==> config.mk <==
export PLATFORM = sky130hd
export DESIGN_NAME = twbl_ctrl
export DESIGN_NICKNAME = d
export VERILOG_FILES = /design/src/sv/twbl_pkg.sv /design/src/sv/twbl_ctrl.sv
export VERILOG_INCLUDE_DIRS = /design/src /design/src/sv
export SDC_FILE = /design/constraint.sdc
export NUM_CORES = 1
export LEC_CHECK = 0
export ABC_AREA = 1
export BUFFER_PORTS_ARGS = -buffer_cell sky130_fd_sc_hd__buf_2
export CAP_MARGIN = 15
export CORE_ASPECT_RATIO = 1.5
export CORE_UTILIZATION = 48
export DETAILED_ROUTE_END_ITERATION = 12
export PLACE_DENSITY = 0.72
export RECOVER_POWER = 100
export SYNTH_ARGS = -nofsm -noshare
export SYNTH_HDL_FRONTEND = slang
export SYNTH_SLANG_ARGS = --single-unit
export TNS_END_PERCENT = 1
==> constraint.sdc <==
create_clock -name i_clk -period 1.4 [get_ports i_clk]
set_input_delay 0.21 -clock i_clk [delete_from_list [all_inputs] [get_ports i_clk]]
set_output_delay 0.21 -clock i_clk [all_outputs]
set_load 0.05 [all_outputs]
==> src/sv/triangle_walk_barycentric_locator_assert.svh <==
// ---------------------------------------------------------------------------
// Assertion macros for the triangle walk locator
// Clocked on i_clk, disabled while i_rst_n is low.
// ---------------------------------------------------------------------------
`ifndef TRIANGLE_WALK_BARYCENTRIC_LOCATOR_ASSERT_SVH
`define TRIANGLE_WALK_BARYCENTRIC_LOCATOR_ASSERT_SVH

// Consequent checked in the same cycle as the antecedent.
`define TWBL_ASSERT_NOW(lbl, ante, cons, msg) \
    lbl: assert property (@(posedge i_clk) disable iff (!i_rst_n) \
        (ante) |-> (cons)) else $error(msg);

// Consequent checked in the cycle after the antecedent.
`define TWBL_ASSERT_NEXT(lbl, ante, cons, msg) \
    lbl: assert property (@(posedge i_clk) disable iff (!i_rst_n) \
        (ante) |=> (cons)) else $error(msg);

`endif

==> src/sv/twbl_pkg.sv <==
// ---------------------------------------------------------------------------
// twbl_pkg
// Shared widths, status codes, corner record and controller/datapath bundles.
// ---------------------------------------------------------------------------
package twbl_pkg;

    localparam int TRI_DEPTH = 64;
    localparam int TRI_AW    = 6;
    localparam int CNT_W     = 7;
    localparam int MAX_POSES = 32;
    localparam int COORD_W   = 16;
    localparam int DIFF_W    = COORD_W + 1;
    localparam int PROD_W    = 2 * DIFF_W;
    localparam int ACC_W     = 38;
    localparam int MAG_W     = 35;
    localparam int DEN_W     = 38;
    localparam int NUM_W     = MAG_W + 16 + 1;
    localparam int DVS_W     = DEN_W + 1;
    localparam int WQ_W      = NUM_W + 1;
    localparam int WC_W      = WQ_W + 2;
    localparam int OUT_W     = 17;
    localparam int ONE_Q15   = 32768;

    localparam logic [2:0] ST_INSIDE = 3'd0;
    localparam logic [2:0] ST_HULL   = 3'd1;
    localparam logic [2:0] ST_LIMIT  = 3'd2;
    localparam logic [2:0] ST_DEGEN  = 3'd3;
    localparam logic [2:0] ST_EMPTY  = 3'd4;
    localparam logic [2:0] ST_LOAD   = 3'd5;

    typedef struct packed {
        logic signed [COORD_W-1:0] x;
        logic signed [COORD_W-1:0] y;
        logic [4:0]                pose;
        logic [6:0]                nb;
    } t_corner;

    typedef struct packed {
        logic       capture;
        logic       start_walk;
        logic       mac_go;
        logic [2:0] mac_step;
        logic       n2_go;
        logic       step_walk;
        logic       div_start;
        logic       div_sel;
        logic       div_clamp;
        logic       out_load;
        logic [2:0] out_status;
        logic       commit_last;
    } t_cmd;

    typedef struct packed {
        logic func;
        logic empty;
        logic degen;
        logic in_tri;
        logic hull;
        logic div_done;
    } t_sts;

    function automatic logic signed [OUT_W-1:0] sat_w(input logic signed [WC_W-1:0] w);
        logic signed [OUT_W-1:0] res;
        if (w < -WC_W'(65536)) begin
            res = -OUT_W'(65536);
        end else if (w > WC_W'(65535)) begin
            res = OUT_W'(65535);
        end else begin
            res = w[OUT_W-1:0];
        end
        return res;
    endfunction

endpackage

==> src/sv/twbl_ctrl.sv <==
// ---------------------------------------------------------------------------
// twbl_ctrl
// Sequencer for the walk: dispatch, table read, numerator build, decision,
// two divisions and the hand-over to the result register.
// ---------------------------------------------------------------------------
`include "triangle_walk_barycentric_locator_assert.svh"

module twbl_ctrl #(
    parameter int MAX_STEPS = 100
) (
    input  logic           i_clk,
    input  logic           i_rst_n,
    input  logic           i_in_valid,
    output logic           o_in_ready,
    output logic           o_out_valid,
    input  logic           i_out_ready,
    output twbl_pkg::t_cmd o_cmd,
    input  twbl_pkg::t_sts i_sts
);
    import twbl_pkg::*;

    localparam int          EW        = $clog2(MAX_STEPS + 1);
    localparam logic [EW-1:0] EVAL_LAST = EW'(MAX_STEPS - 1);
    localparam logic [2:0]  MAC_LAST  = 3'd6;

    typedef enum logic [3:0] {
        S_IDLE, S_DISPATCH, S_READ, S_MAC, S_N2, S_EVAL,
        S_DIV_A, S_WAIT_A, S_DIV_B, S_WAIT_B, S_FINISH
    } t_state;

    t_state        r_state;
    logic          r_out_valid;
    logic [2:0]    r_step;
    logic [EW-1:0] r_evals;
    logic [2:0]    r_status;
    logic          w_ready;
    logic          w_accept;
    logic          w_slot_free;
    logic          w_limit;
    logic          w_degen_stop;

    // Nothing is taken while reset is held.
    assign w_ready      = (r_state == S_IDLE) && i_rst_n;
    assign w_accept     = w_ready && i_in_valid;
    assign w_slot_free  = !r_out_valid || i_out_ready;
    assign w_limit      = (r_evals == EVAL_LAST);
    assign w_degen_stop = (r_state == S_EVAL) && i_sts.degen;

    always_ff @(posedge i_clk) begin
        if (!i_rst_n) begin
            r_state     <= S_IDLE;
            r_out_valid <= 1'b0;
            r_step      <= '0;
            r_evals     <= '0;
            r_status    <= ST_INSIDE;
        end else begin
            if (r_out_valid && i_out_ready) begin
                r_out_valid <= 1'b0;
            end
            case (r_state)
                S_IDLE: begin
                    if (w_accept) r_state <= S_DISPATCH;
                end
                S_DISPATCH: begin
                    r_evals <= '0;
                    if (!i_sts.func) begin
                        r_status <= ST_LOAD;
                        r_state  <= S_FINISH;
                    end else if (i_sts.empty) begin
                        r_status <= ST_EMPTY;
                        r_state  <= S_FINISH;
                    end else begin
                        r_state <= S_READ;
                    end
                end
                S_READ: begin
                    r_step  <= '0;
                    r_state <= S_MAC;
                end
                S_MAC: begin
                    if (r_step == MAC_LAST) begin
                        r_state <= S_N2;
                    end else begin
                        r_step <= r_step + 1'b1;
                    end
                end
                S_N2: begin
                    r_state <= S_EVAL;
                end
                S_EVAL: begin
                    if (i_sts.degen) begin
                        r_status <= ST_DEGEN;
                        r_state  <= S_FINISH;
                    end else if (i_sts.in_tri) begin
                        r_status <= ST_INSIDE;
                        r_state  <= S_DIV_A;
                    end else if (i_sts.hull) begin
                        r_status <= ST_HULL;
                        r_state  <= S_DIV_A;
                    end else if (w_limit) begin
                        r_status <= ST_LIMIT;
                        r_state  <= S_DIV_A;
                    end else begin
                        r_evals <= r_evals + 1'b1;
                        r_state <= S_READ;
                    end
                end
                S_DIV_A: r_state <= S_WAIT_A;
                S_WAIT_A: begin
                    if (i_sts.div_done) r_state <= S_DIV_B;
                end
                S_DIV_B: r_state <= S_WAIT_B;
                S_WAIT_B: begin
                    if (i_sts.div_done) r_state <= S_FINISH;
                end
                S_FINISH: begin
                    if (w_slot_free) begin
                        r_out_valid <= 1'b1;
                        r_state     <= S_IDLE;
                    end
                end
                default: r_state <= S_IDLE;
            endcase
        end
    end

    always_comb begin
        o_cmd.capture     = w_accept;
        o_cmd.start_walk  = (r_state == S_DISPATCH) && i_sts.func && !i_sts.empty;
        o_cmd.mac_go      = (r_state == S_MAC) && (r_step != MAC_LAST);
        o_cmd.mac_step    = r_step;
        o_cmd.n2_go       = (r_state == S_N2);
        o_cmd.step_walk   = (r_state == S_EVAL) && !i_sts.degen && !i_sts.in_tri
                            && !i_sts.hull && !w_limit;
        o_cmd.div_start   = (r_state == S_DIV_A) || (r_state == S_DIV_B);
        o_cmd.div_sel     = (r_state == S_DIV_B);
        o_cmd.div_clamp   = (r_status == ST_HULL);
        o_cmd.out_load    = (r_state == S_FINISH) && w_slot_free;
        o_cmd.out_status  = r_status;
        o_cmd.commit_last = o_cmd.out_load && !(r_status inside {ST_LOAD, ST_EMPTY});
    end

    assign o_in_ready  = w_ready;
    assign o_out_valid = r_out_valid;

    `TWBL_ASSERT_NEXT(a_accept_dispatch, w_accept, r_state == S_DISPATCH, "not dispatched")
    `TWBL_ASSERT_NEXT(a_degen_stops, w_degen_stop, r_status == ST_DEGEN, "degenerate walk ran on")
    `TWBL_ASSERT_NEXT(a_div_b_finish, (r_state == S_WAIT_B) && i_sts.div_done, r_state == S_FINISH, "no result")
    `TWBL_ASSERT_NOW(a_evals_bound, 1'b1, r_evals <= EVAL_LAST, "walk step count beyond the limit")

endmodule

==> results.md, run 1 <==
- Starting density of the core: approximately half
- Part of the power in the clock network: 10.0%
- Iteration-0 DRC Markers: 76
- Hold Path Class: input port to register
- Met3 Usage GRT: around 3.6%
- TritonCTS buffer count: 3
- Vias in the first global route: 1617
- Largest family of logic cells by synthesized area: simple AND/OR/NAND/NOR gates
- RSZ-0062 raised after global routing: true
- Cell internal pwr: ~1.7 mW
- Failing checks: setup timing
- Top delay family on crit path: flip-flops
- Clk root buf: clkbuf_4
- Layout cells sized above 1: 43.4%
- Area after DPL: 1710 um2
- Post-Syn Nets: 218
- Leakage: 0.976 nW
- Synth Area in Adders: 2.95%
- Synth Area in Compound Gates: 13.7%
- Xor/xnor share of the synthesized area: 2.06%
- Sequential area share after synthesis: ~28%
- CP max FO: 6
- WP buf/inv: 2
- Gpl congestion: 0.867
- Die area: ~2900 um2
- H-tree depth: 1
- Pins Over Slew Limit: 0
- First-pass GRT wire length: between 6000 and 7000 um
- Initial DRT Pass Iterations: 6
- DPL Wire Length: 2680 um
- Fin crit share: 120%
- Switch Pwr: ~1.8 mW
- Vias per cell: about 5.5
- Final setup viols: 16
- Worst Skew: around 3.2 ps
- Slew margin rel.: a little under 80%
- Post-Synthesis Cells: 205
- Filler Cell Count: 168
- Initial antenna violation count: 0
- Core ar.: 2480 um2
- # port buffers: 27
- Avg Cell Area, Syn: 6.21 um2
- Final net count: 293
- Startpoint class of the critical path: register
- R2r setup slk: -240 ps
- Finished layout cell area: between 2000 and 2500 um2
- Die height: 65.1 um
- Mux cell area share after synthesis: 0%
- GRT Total Usage: approximately 31%
- Synth Register Bits: 18
- Synth area leaders: dfxtp_1, nand2_1, nor2_1
- Final Hold Viols: 0
- Critical Path End Type: output port
- Area growth syn-to-layout: 57.3%
- Most common cell on crit path: nor2_4
- FP Rows: 22
- Cell Area, Synth: 1270 um2
- Largest net degree at the start of global routing: 11
- Logic gate share of total power: 65.9%
- Post-Synth Simple-Gate Area: 43.6%
- CP Class: register to output port
- CP required: 1190 ps
- Tightest Pin Transition: 321 ps
- Most Crowded Layer GR: met2
- Die Wd: 44.1 um
- Area leader, netlist: dfxtp_1
- Sw frac: 51.2%
- Clock sink total: 18
- Total length of routed wires: between 4000 and 5000 um
- CTS Buffer Depth: 2
- Fin Setup TNS: -2810 ps
- Top-area cell type share of the netlist area: 28.3%
- Count of hold-fix buffers inserted at cts: 0
- Cell variety after synth: 28
- Met2 usage: between 50% and 60%
- CTS tree: built
- Critical Path AT: about 1500 ps
- Fmax: 598 MHz
- Via count: 1670
- # IOs: 28
- Peak VDD IR: 1280 uV
- Ys Warns: 0
- Slowest-stage cell, CP: dfxtp_4
- Max-Cap Viols: 0
- Diodes inserted: 0
- DR WL/cell: 14.6 um
- Status: complete, but fails checks
- Sequential share of power: 24.0%
- Period minus WS final: 1670 ps
- Met1 Use GR: a little under a third
- ANT nets after route: 0
- Pwr Density: about 1800 nW/um2
- Critical path cell sequence: inv_4 > nor2_4 > nand2_2 > nor2_4 > o21a_2 > buf_8
- Max incr delay on CP: 440 ps
- Total global routing overflow: 0
- Worst-path clk slew: 120 ps
- Latest clock arrival within the worst-skew pair: 310 ps
- DRC: 0
- Final worst setup slack: -273 ps
==> cell usage after synthesis, drive strengths merged <==
master,n
nand2,64
nor2,34
inv,29
a21oi,20
dfxtp,18
nand3,11
o21ai,8
nand4,4
ha,3
xnor2,3
nor3,2
o21bai,2
a211oi,1
and3,1
buf,1
clkbuf,1
nand3b,1
nor3b,1
o21a,1
==> flip-flops by register name, indices dropped and copies added (netlist names) <==
signal and cells:
o_out_valid 1, r_evals 7, r_step 3, r_state 4, r_status 3
==> power groups by stage <==
| stage | combinational, mW | clock, mW | sequential (mW) |
|---|---|---|---|
| 5_1_grt | 2.47 | 0.382 | 0.852 |
| 6_report | 2.32 | 0.352 | 0.844 |
| 3_3_place_gp | 1.90 | 0 | 0.764 |
| 4_1_cts | 2.18 | 0.347 | 0.827 |
| 3_5_place_dp | 1.92 | 0 | 0.768 |
| 2_1_floorplan | 1.07 | 0 | 0.958 |
==> cells by family (layout without fill, tap and decap cells) <==
group / count (synthesis) / in the layout
fa+ha+maj: 3 / 3
simple gates: 118 / 118
buf+inv: 31 / 105
xor+xnor: 3 / 3
compound gates: 32 / 32
flops: 18 / 18
==> area by class of cell <==
cell class	instances	area [um2]	share of cell area, %
inverter	29	114	5.68
sequential	18	379	18.9
multi-input combinational	156	890	44.4
clock buffer	4	36.3	1.81
timing repair buffer	72	554	27.7
tap	24	30.0	1.50
==> worst min-delay path, stage by stage <==
cell and delay, ps:
buf_2 100, nor2_1 90, inv_1 90, a21oi_2 50
==> per-layer routing <==
metal  part of all wire [%]  up-vias
li1                       -      797
met1                     37      789
met2                     55       70
met3                    4.8       14
met4                    2.8        0
met5                      0        -
==> cells in the final DEF, fill, tap and decap left out, types with 3 or more instances in the layout <==
master,netlist,final
a21oi_1,19,18
buf_2,0,10
buf_4,1,42
buf_6,0,9
buf_8,0,3
clkbuf_2,0,7
clkbuf_4,0,4
dfxtp_1,18,11
dfxtp_2,0,3
dfxtp_4,0,4
inv_1,25,21
inv_2,4,6
nand2_1,61,59
nand2_2,2,4
nand3_1,10,7
nand3_2,1,4
nand4_1,3,3
nor2_1,26,22
nor2_4,4,10
o21ai_0,7,7
xnor2_1,3,3
==> worst paths after layout <==
| path | from | depth (start not counted) | end |
|---|---|---|---|
| setup / recovery | r_state[3]$_SDFFE_PN0P_ | 6 | o_cmd[0] |
| hold / removal | i_out_ready | 4 | o_out_valid$_SDFF_PN0_ |
| setup reg to reg | r_state[3]$_SDFFE_PN0P_ | 10 | o_out_valid$_SDFF_PN0_ |
| hold reg to reg | r_status[0]$_SDFFE_PN0P_ | 2 | r_status[0]$_SDFFE_PN0P_ |
==> timing repair <==
| item | in CTS | in global routing |
|---|---|---|
| gates resized for setup | 55 | 7 |
| endpoints found under the hold margin | 0 | 0 |
| pin swaps | 9 | 7 |
| buffers inserted | 8 | 0 |
| endpoints found under the setup margin | 22 | 27 |
==> stage by stage <==
stage	power [mW]	hold WS (ps)	setup slack, ps	utilization (%)	std cells
floorplan	2.03	330	-412	-	205
global placement	2.67	466	-70.6	69.2	291
CTS	3.36	186	-204	79.8	303
global route	3.70	277	-313	80.9	303
finish	3.51	261	-273	80.9	303
detailed placement	2.69	467	-116	69.2	291
Power figures use the tool's default switching activity.
==> run 2, diff against run 1 <==
SETUP_SLACK_MARGIN = 0.5   (was not set)
==> run 2 against run 1 <==
The run still ends with setup timing left. Largest power group unchanged. Worst hold slack worse by 46 ps. Sequential cell count stayed put. Sequential power is 2.8% higher.
==> results.md, run 2 (synthesized netlist as in run 1, its figures left out) <==
- DPL Wire Length: roughly 2700 um
- Final Hold Viols: 0
- Initial DRT Pass Iterations: 6
- Worst Skew: 7.17 ps
- Filler Cell Count: 166
- Starting density of the core: 51.4%
- Die area: 2870 um2
- Vias per cell: 5.47
- Largest net degree at the start of global routing: 13
- R2r worst-path depth: 10
- Core ar.: 2480 um2
- Via count: ~1600
- Final net count: 275
- Pins Over Slew Limit: 0
- R2r setup slk: -150 ps
- Diodes inserted: 0
- Total length of routed wires: 4250 um
- Gpl congestion: 0.874
- Final worst setup slack: -242 ps
- Fmax: 609 MHz
- Critical Path End Type: output port
- Switch Pwr: 1.83 mW
- Reg-to-Reg Start: r_step[0]$_SDFFE_PN0P_
- Layout cells sized above 1: between 40% and 50%
- Peak VDD IR: 1570 uV
- Logic gate share of total power: 68.0%
- CP startpoint: r_state[2]$_SDFFE_PN0P_
- Critical Path AT: 1430 ps
- CP required: 1190 ps
- Startpoint class of the critical path: register
- Iteration-0 DRC Markers: 39
- Commonest non-fill, non-tap cell in the layout: nand2_1
- Vias in the first global route: 1561
- First-pass GRT wire length: 6760 um
- Clk root buf: clkbuf_4
- # port buffers: 27
- Largest registers: r_evals (7), r_state (4)
- Max reg flops: 7
- Count of hold-fix buffers inserted at cts: 0
- Cell internal pwr: between 1.5 and 2 mW
- Pre-CTS WS: -81.8 ps
- Status: complete, but fails checks
- Initial antenna violation count: 0
- Die Wd: 44.1 um
- Area after DPL: 1650 um2
- Clock sink total: 18
- FP Rows: 22
- H-tree depth: 1
- CP Class: register to output port
- DR WL/cell: about 15 um
- Slew margin rel.: between 70% and 80%
- Pwr Density: 1770 nW/um2
- CTS tree: built
- Die height: 65.1 um
- Part of the power in the clock network: roughly 7.8%
- Hold path depth: 3
- Tightest Pin Transition: between 300 and 400 ps
- ANT nets after route: 0
- Area growth syn-to-layout: 58.6%
- Max-Cap Viols: 0
- Final setup viols: 21
- CTS Buffer Depth: 2
- Biggest register: r_evals
- Period minus WS final: 1640 ps
- GRT Total Usage: 31.1%
- Worst-path clk slew: 110 ps
- RSZ-0062 raised after global routing: true
- CP max FO: 4
- Sequential share of power: 24.2%
- Total global routing overflow: 0
- Hold_sp: i_rst_n
- Latest clock arrival within the worst-skew pair: 310 ps
- Leakage: approximately 0.9 nW
- Most frequent cells in the layout: nand2_1, buf_4, inv_1
- Failing checks: setup timing
- Fin crit share: 117%
- Register Area: 398 um2
- Finished layout cell area: around 2000 um2
- Multi-input logic area: 942 um2
- Hold Path Class: input port to register
- DRC: 0
- Sw frac: 51.0%
- TritonCTS buffer count: 3
- # IOs: 28
==> run 2: changes by cell type in the layout (fill, tap and decap cells not counted), sizes merged <==
cell / change
clkinv: +1
buf: -10
inv: -2
clkbuf: -9
clkinvlp: +2
==> run 2: path summary, 6_finish.rpt <==
path | to
min | r_evals[1]$_SDFFE_PN0P_
min reg2reg | r_status[0]$_SDFFE_PN0P_
max reg2reg | r_state[2]$_SDFFE_PN0P_
max | o_cmd[8]
==> run 2: cell type report <==
cell class	instances	area share (%)
multi-input cells	156	46.6
repair buffers	54	25.0
flip-flops and latches	18	19.7
inverters	29	5.88
well taps	24	1.49
clock buffers	3	1.11
clock inverters	1	0.186
==> run 2: worst max-delay path, stage by stage, from the launching register on <==
cell and delay [ps]:
dfxtp_4 400, inv_2 50, nor2_4 130, nand2_4 80, nor2_4 110, nand4_4 120, clkinvlp_4 100, buf_8 140
==> run 2: power groups by stage <==
stage | combinational, mW | clock, mW | sequential, mW
floorplan | 1.11 | 0 | 0.991
global placement | 1.85 | 0 | 0.789
detailed placement | 1.88 | 0 | 0.796
CTS | 2.32 | 0.286 | 0.842
global route | 2.59 | 0.311 | 0.889
finish | 2.43 | 0.279 | 0.868
==> run 2: through the flow <==
step                      std cells  hold WS (ps)  TNS (ps)  util (%)  total power, mW
after floorplan                 205           330     -92.3         -             2.10
final                           285           214     -2390      81.6             3.58
after detailed placement        275           472      -512      66.6             2.67
after global routing            285           228     -3920      81.6             3.79
after CTS                       285           202     -1610      80.3             3.45
after global placement          275           463      -177      66.6             2.64
==> run 2: per-layer routing <==
layer  global-route usage (%)  part of all wire (%)
met3                     3.57                   3.0
met2                     55.9                    55
met5                        0                     0
met1                     35.1                    38
met4                     14.8                   4.1
==> run 2: timing repair <==
action	4_1_cts	5_1_grt
setup endpoints to repair	36	36
setup buffers	6	0
pin swaps	9	4
gates resized for setup	76	12
